## src/rtl/wildcard_pattern_matcher_macros.svh

```systemverilog
// ----------------------------------------------------------------------------
// Wildcard pattern matcher assertion macros
// Concurrent checks on clk, disabled while rst is high.
// ----------------------------------------------------------------------------
`ifndef WILDCARD_PATTERN_MATCHER_MACROS_SVH
`define WILDCARD_PATTERN_MATCHER_MACROS_SVH

`ifndef SYNTH
// antecedent implies consequent in the same cycle
`define WPM_ASSERT_IMPL(lbl, ante, cons, msg) \
  lbl: assert property (@(posedge clk) disable iff (rst) (ante) |-> (cons)) \
    else $error(msg);
// antecedent implies consequent in the next cycle
`define WPM_ASSERT_NEXT(lbl, ante, cons, msg) \
  lbl: assert property (@(posedge clk) disable iff (rst) (ante) |=> (cons)) \
    else $error(msg);
`else
`define WPM_ASSERT_IMPL(lbl, ante, cons, msg)
`define WPM_ASSERT_NEXT(lbl, ante, cons, msg)
`endif

`endif

```

## src/rtl/wpm_pkg.sv

```systemverilog
// ----------------------------------------------------------------------------
// Wildcard pattern matcher package
// Opcodes, status codes, wildcard bytes and the request record that moves
// from cell to cell.
// ----------------------------------------------------------------------------
package wpm_pkg;

  localparam int MAX_PATTERN_DEF = 128;

  localparam logic [7:0] CHAR_ONE = 8'h3F;  // '?'
  localparam logic [7:0] CHAR_ANY = 8'h2A;  // '*'

  typedef enum logic [1:0] {
    OP_CLEAR   = 2'd0,
    OP_APPEND  = 2'd1,
    OP_RESTART = 2'd2,
    OP_TEXT    = 2'd3
  } opcode_t;

  typedef enum logic [1:0] {
    ST_OK   = 2'd0,
    ST_FULL = 2'd1,
    ST_LATE = 2'd2
  } status_t;

  // one request as it walks down the chain
  typedef struct packed {
    logic       valid;
    opcode_t    op;
    logic [7:0] ch;
    logic       app_ok;  // append accepted at entry
    status_t    status;
    logic       nv;      // new match bit of the previous cell
    logic       od;      // old match bit of the previous cell
    logic       st;      // start bit of the previous cell
    logic       live;    // previous cell holds a pattern byte
    logic       res;     // match bit of the last used cell so far
  } wave_t;

endpackage

```

## src/rtl/wpm_cell.sv

```systemverilog
// ----------------------------------------------------------------------------
// Wildcard pattern matcher cell
// Holds one pattern byte with its start and match bits and updates them as
// a request passes by, then hands the request to the next cell.
// ----------------------------------------------------------------------------
module wpm_cell (
  input  logic           clk,
  input  logic           rst,
  input  logic           en,
  input  wpm_pkg::wave_t wave_in,
  output wpm_pkg::wave_t wave_out
);

  logic       used;
  logic [7:0] pch;
  logic       st;
  logic       m;

  logic       used_next;
  logic [7:0] pch_next;
  logic       st_next;
  logic       m_next;

  wpm_pkg::wave_t wave_next;

  always_comb begin
    used_next = used;
    pch_next  = pch;
    st_next   = st;
    m_next    = m;
    unique case (wave_in.op)
      wpm_pkg::OP_CLEAR: begin
        used_next = 1'b0;
      end
      wpm_pkg::OP_APPEND: begin
        // the first free cell behind the used prefix takes the byte
        if (wave_in.app_ok && wave_in.live && !used) begin
          used_next = 1'b1;
          pch_next  = wave_in.ch;
          st_next   = wave_in.st & (wave_in.ch == wpm_pkg::CHAR_ANY);
          m_next    = wave_in.st & (wave_in.ch == wpm_pkg::CHAR_ANY);
        end
      end
      wpm_pkg::OP_RESTART: begin
        m_next = st;
      end
      wpm_pkg::OP_TEXT: begin
        if (used) begin
          if (pch == wpm_pkg::CHAR_ANY) begin
            m_next = m | wave_in.nv;
          end else if (pch == wpm_pkg::CHAR_ONE || pch == wave_in.ch) begin
            m_next = wave_in.od;
          end else begin
            m_next = 1'b0;
          end
        end
      end
      default: begin
        used_next = used;
      end
    endcase
  end

  always_comb begin
    wave_next      = wave_in;
    wave_next.nv   = m_next;
    wave_next.od   = m;
    wave_next.st   = st_next;
    // a byte taken here must not be taken again further down
    wave_next.live = wave_in.live & used;
    wave_next.res  = (wave_in.live & used_next) ? m_next : wave_in.res;
  end

  always_ff @(posedge clk) begin
    if (rst) begin
      used <= 1'b0;
    end else if (en && wave_in.valid) begin
      used <= used_next;
    end
  end

  always_ff @(posedge clk) begin
    if (en && wave_in.valid) begin
      pch <= pch_next;
      st  <= st_next;
      m   <= m_next;
    end
  end

  always_ff @(posedge clk) begin
    if (rst) begin
      wave_out.valid <= 1'b0;
    end else if (en) begin
      wave_out <= wave_next;
    end
  end

endmodule

```

## config.mk

```make
export PLATFORM = sky130hd
export DESIGN_NAME = wpm_cell
export DESIGN_NICKNAME = d
export VERILOG_FILES = /design/src/rtl/wildcard_pattern_matcher_macros.svh /design/src/rtl/wpm_pkg.sv /design/src/rtl/wpm_cell.sv
export SDC_FILE = /design/constraint.sdc
export NUM_CORES = 1
export LEC_CHECK = 0
export ABC_AREA = 1
export BUFFER_PORTS_ARGS = -buffer_cell sky130_fd_sc_hd__buf_2
export CAP_MARGIN = 5
export CELL_PAD_IN_SITES_DETAIL_PLACEMENT = 0
export CELL_PAD_IN_SITES_GLOBAL_PLACEMENT = 1
export CORE_ASPECT_RATIO = 1.25
export CORE_MARGIN = 2
export CORE_UTILIZATION = 37
export CTS_CLUSTER_DIAMETER = 80
export DETAILED_ROUTE_END_ITERATION = 6
export GPL_TIMING_DRIVEN = 0
export MAX_ROUTING_LAYER = met4
export PLACE_DENSITY_LB_ADDON = 0.3
export SYNTH_ARGS = -nofsm -noshare
export SYNTH_HDL_FRONTEND = slang
export SYNTH_SLANG_ARGS = --single-unit
```

## constraint.sdc

```tcl
create_clock -name clk -period 1.9 [get_ports clk]
set_clock_uncertainty 0.1 [all_clocks]
set_input_delay 0.095 -clock clk [delete_from_list [all_inputs] [get_ports clk]]
set_output_delay 0.095 -clock clk [all_outputs]
set_load 0.02 [all_outputs]
```

=== Yosys cells after proc, flatten, opt, wreduce, memory -nomap -nowiden ===
Cells that the tools add are included.

* Reductions and logical operators: 8
* Magnitude comparators: 0
* Shift operators: 0
* Bitwise logic cells: 5
* Multipliers: 0
* Add/sub/neg operators: 0
* Divide/modulo/power cells: 0
* Mux-type cells: 10
* Equal/unequal tests: 7

{| class="wikitable"
|+ Operators with widths
! operator !! count
|-
| $eq 8x6->1 const B || 3
|-
| $eq 8x8->1 || 1
|-
| $mux 1 || 8
|-
| $eq 2x2->1 const B || 2
|-
| $and 1x1->1 || 3
|-
| $logic_and 1x1->1 || 3
|-
| $pmux 1 s3 || 1
|-
| $reduce_and 3->1 || 1
|-
| $eq 2x1->1 const B || 1
|-
| $logic_not 2->1 || 1
|-
| $pmux 1 s2 || 1
|-
| $reduce_and 2->1 || 1
|-
| $logic_not 1->1 || 1
|-
| $logic_or 1x1->1 || 1
|-
| $not 1->1 || 1
|-
| $or 1x1->1 || 1
|}

* Logic and storage cells: 44
* Output and inout bits: 19
* Bits in writable memories: 0
* Memory bits (read-only): 0
* Register bits after elaboration: 30
* Bits in latches: 0
* Memories: 0

=== Depth between registers and ports, before layout ===
* Depth after elaboration: 7
* Mapped depth: 15

=== Worst setup path after synthesis ===
Ideal clock, no wire load.

* Kind: register to register
* Start: register pch[7]
* End: register wave_out[0] (netlist name), data pin
* Period minus slack after synthesis: 1.570 ns
* Cell stages (with the launch flop): 11
* Library setup time: 0.252 ns
* Arrival time: 1.218 ns
* Slack: 0.330 ns
* Required time: 1.548 ns
* Cells stage by stage: edfxtp_1 > nor4_4 > nand3_1 > nand2_1 > inv_1 > nand2_1 > nand2_1 > nand2_1 > nand3_2 > nand2_1 > nand2_1

{| class="wikitable"
|+ RTL lines
! what !! RTL line !! source
|-
| start: declaration || wpm_cell.sv:15 || <nowiki>logic [7:0] pch;</nowiki>
|-
| start signal: assignment || wpm_cell.sv:84 || <nowiki>pch <= pch_next;</nowiki>
|-
| end signal: assignment || wpm_cell.sv:94 || <nowiki>wave_out <= wave_next;</nowiki>
|-
| end: declaration || wpm_cell.sv:11 || <nowiki>output wpm_pkg::wave_t wave_out</nowiki>
|}

==> impl_metrics.py <==
metrics = {
    "outcome": {
        "status": "finished, final reports clean",
    },
    "timing": {
        "setup_ws_ns": 0.178,
        "hold_violations": 0,
        "setup_tns_ns": 0,
        "worst_pin_slew_ns": 0.938,
        "fin_crit_sh": 0.907,
        "finalSetupViolations": 0,
        "relSlewSlack": 0.374,
        "timing.fmax_mhz": 581,
        "rsz0062_at_grt": "no",
        "slew_violations": 0,
        "period_needed_ns": 1.72,
    },
    "flow_run": {
        "max_cap_viol_count": 0,
    },
    "drt": {
        "antenna_left": 0,
        "routedWlPerCell_um": 11.3,
        "vias": 980,
        "first_iter_violations": 35,
        "routed_wl_mm": 2.52,
        "first_pass_iters": 4,
        "viasPerCell": 4.39,
        "drc": 0,
    },
    "logic_synthesis": {
        "synth_cells": 120,
        "yosysMostFrequentCell": "nand2_1",
        "synth_area_leader_cell": "edfxtp_1",
        "ys_seq_area_frac": 0.683,
        "synth_edf_count": 28,
        "yosysUniqueCellTypes": 15,
        "synth_top_flop_cell": "edfxtp_1",
        "synth-seq-cells": 30,
        "avgSynthCellArea_um2": 10.7,
        "syn-cell-area_um2": 1290,
        "syn-num-nets": 142,
        "synthTopCellsByArea": "edfxtp_1 (65%), nand2_1 (12%), inv_1 (5.5%)",
        "async_reset_ff_frac": 0,
        "yosysWarnings": 0,
        "synth_top_cell_area_share": 0.652,
        "synthTopCellsByCount": "nand2_1 (42), edfxtp_1 (28), inv_1 (19)",
    },
    "grt": {
        "grt_max_degree": 19,
        "grt_pass1_wl_mm": 4.22,
        "track_usage": 0.145,
        "antenna_found_initial": 0,
        "grt-ovfl-total": 0,
        "grt_pass1_vias": 1006,
    },
    "floorplanning": {
        "ios": 41,
        "die-height_um": 70.0,
        "die_x_um": 56.8,
        "die_area_um2": 3980,
        "start_util": 0.377,
        "core_area_um2": 3420,
        "rows": 24,
    },
    "finish": {
        "diodes": 0,
        "fin_nets": 205,
        "stdcell_area_um2": 1790,
        "multi_input_comb_area_um2": 343,
        "register_area_um2": 881,
        "layout-drive-gt1-share": 0.283,
        "synthToLayoutAreaGrowth_pct": 38.7,
        "instances_no_fill": 223,
        "fillers": 336,
    },
    "setup_path": {
        "worstSetupEndpointType": "register",
        "cp_slowest_cell": "edfxtp_1",
        "crit_chain": "nor4_4 -> nand3_1 -> nand2_1 -> inv_1 -> nand2_1 -> nand2_1 -> nand2_1 -> nand3_2 -> nand2_1 -> nand2_1",
        "arrival_ns": 1.66,
        "cpMostUsedCell": "nand2_1",
        "path_max_fanout": 3,
        "critPathMaxStageDelay_ns": 0.44,
        "crit_type": "register to register",
        "cp.required_ns": 1.84,
        "startpoint_type": "register",
    },
    "placed_design": {
        "hpwlAfterDp_mm": 1.77,
        "placed_cell_area_um2": 1540,
        "place_inst": 199,
        "place_ws_ns": 0.162,
        "io_buffers": 40,
        "gp_congestion": 0.752,
    },
    "clock_network": {
        "insertion_delay_ns": 0.28,
        "cts_buffer_depth": 2,
        "clk_pin_slew_ns": 0.06,
        "htreeDepth": 2,
        "cts_buffers": 5,
        "cts_sinks": 30,
        "cts_tree": "built",
        "ctsRootBufferMaster": "clkbuf_8",
    },
    "power": {
        "p_clk_frac": 0.341,
        "power_density_nw_per_um2": 791,
        "peakVddDrop_v": 0.000473,
        "p_sw_frac": 0.239,
        "p_sw_mw": 0.338,
        "power.internal_mw": 1.08,
        "seqPwrFrac": 0.541,
        "p_comb_frac": 0.117,
        "power.leakage_nw": 0.810,
    },
    "min_path": {
        "min-delay-path-class": "input port to register",
    },
}
## path summary, 6_finish.rpt
| kind | start | endpoint | slack, ns | cells after the start |
|---|---|---|---|---|
| worst max-delay path | pch[7] | wave_out[0] | 0.18 | 10 |
| worst min-delay path | wave_in[1] | wave_out[1] | 0.006 | 3 |
| worst min register to register | m | wave_out[3] | 0.46 | 0 |
| worst max register to register | pch[7] | wave_out[0] | 0.18 | 10 |
## per-layer routing
layer  part of all wire  global-route usage  vias up
li1                   -                   -      517
met1               0.43               0.156      433
met2               0.49               0.235       25
met3              0.059              0.0574        5
met4              0.016              0.0620        0
met5                  0                   -        -
## power by group through the flow
stage | Clock (mW) | Sequential (mW) | Combinational (mW)
2_1_floorplan | 0 | 0.813 | 0.0435
3_3_place_gp | 0 | 0.780 | 0.139
3_5_place_dp | 0 | 0.780 | 0.142
4_1_cts | 0.501 | 0.767 | 0.168
5_1_grt | 0.531 | 0.769 | 0.185
6_report | 0.483 | 0.766 | 0.166
## sequential cells by signal, indices dropped and copies added, names as in the netlist
signal    flops
wave_out     19
st            1
pch           8
m             1
used          1
## final cells by class
type                       count  share of cell area
multi-input combinational     71               0.192
timing repair buffer          56               0.201
inverter                      19              0.0399
clock buffer                   5              0.0385
tap                           39              0.0273
clock inverter                 3             0.00909
sequential                    30               0.492
## worst max-delay path, delay by kind of cell (launching register included)
kind | cells | cell delay [ns]
buffers and inverters | 1 | 0.03
flip-flops | 1 | 0.44
AND/OR/NAND/NOR | 9 | 0.90
## cell families (layout without fill, tap and decap cells)
| family | Yosys count | after routing | share of synthesized area |
|---|---|---|---|
| xor gates and xnor gates | 3 | 3 | 0.0204 |
| AOI/OAI and AO/OA | 9 | 9 | 0.0388 |
| and+or+nand+nor | 59 | 59 | 0.203 |
| buffers and inverters | 19 | 83 | 0.0553 |
| DFF | 30 | 30 | 0.683 |
## stage by stage
| stage | hold slack, ns | utilization | power (mW) |
|---|---|---|---|
| 4_1_cts | 0.00187 | 0.522 | 1.44 |
| 5_1_grt | 0.0242 | 0.523 | 1.48 |
| 3_3_place_gp | 0.173 | 0.450 | 0.918 |
| 2_1_floorplan | 0.0641 | - | 0.857 |
| 3_5_place_dp | 0.175 | 0.450 | 0.923 |
| 6_report | 0.00596 | 0.523 | 1.42 |
## placed cells by master, fill, tap and decap left out, drive strengths merged, types with 2 or more instances in the layout
master        n
nor2          8
clkbuf        5
dfxtp         2
nor3          3
inv          19
a21oi         3
edfxtp       28
clkinv        2
o21ai         4
nand3         4
buf          40
nand2        42
xnor2         3
nor4          2
dlygate4sd3  16
## repair_timing
item / CTS / global route
endpoints found under the hold margin: 24 / 0
setup buffers: 0 / 0
endpoints found under the setup margin: 0 / 8
resized for setup: 0 / 1
hold buffers: 16 / 0
Power figures use the tool's default switching activity.
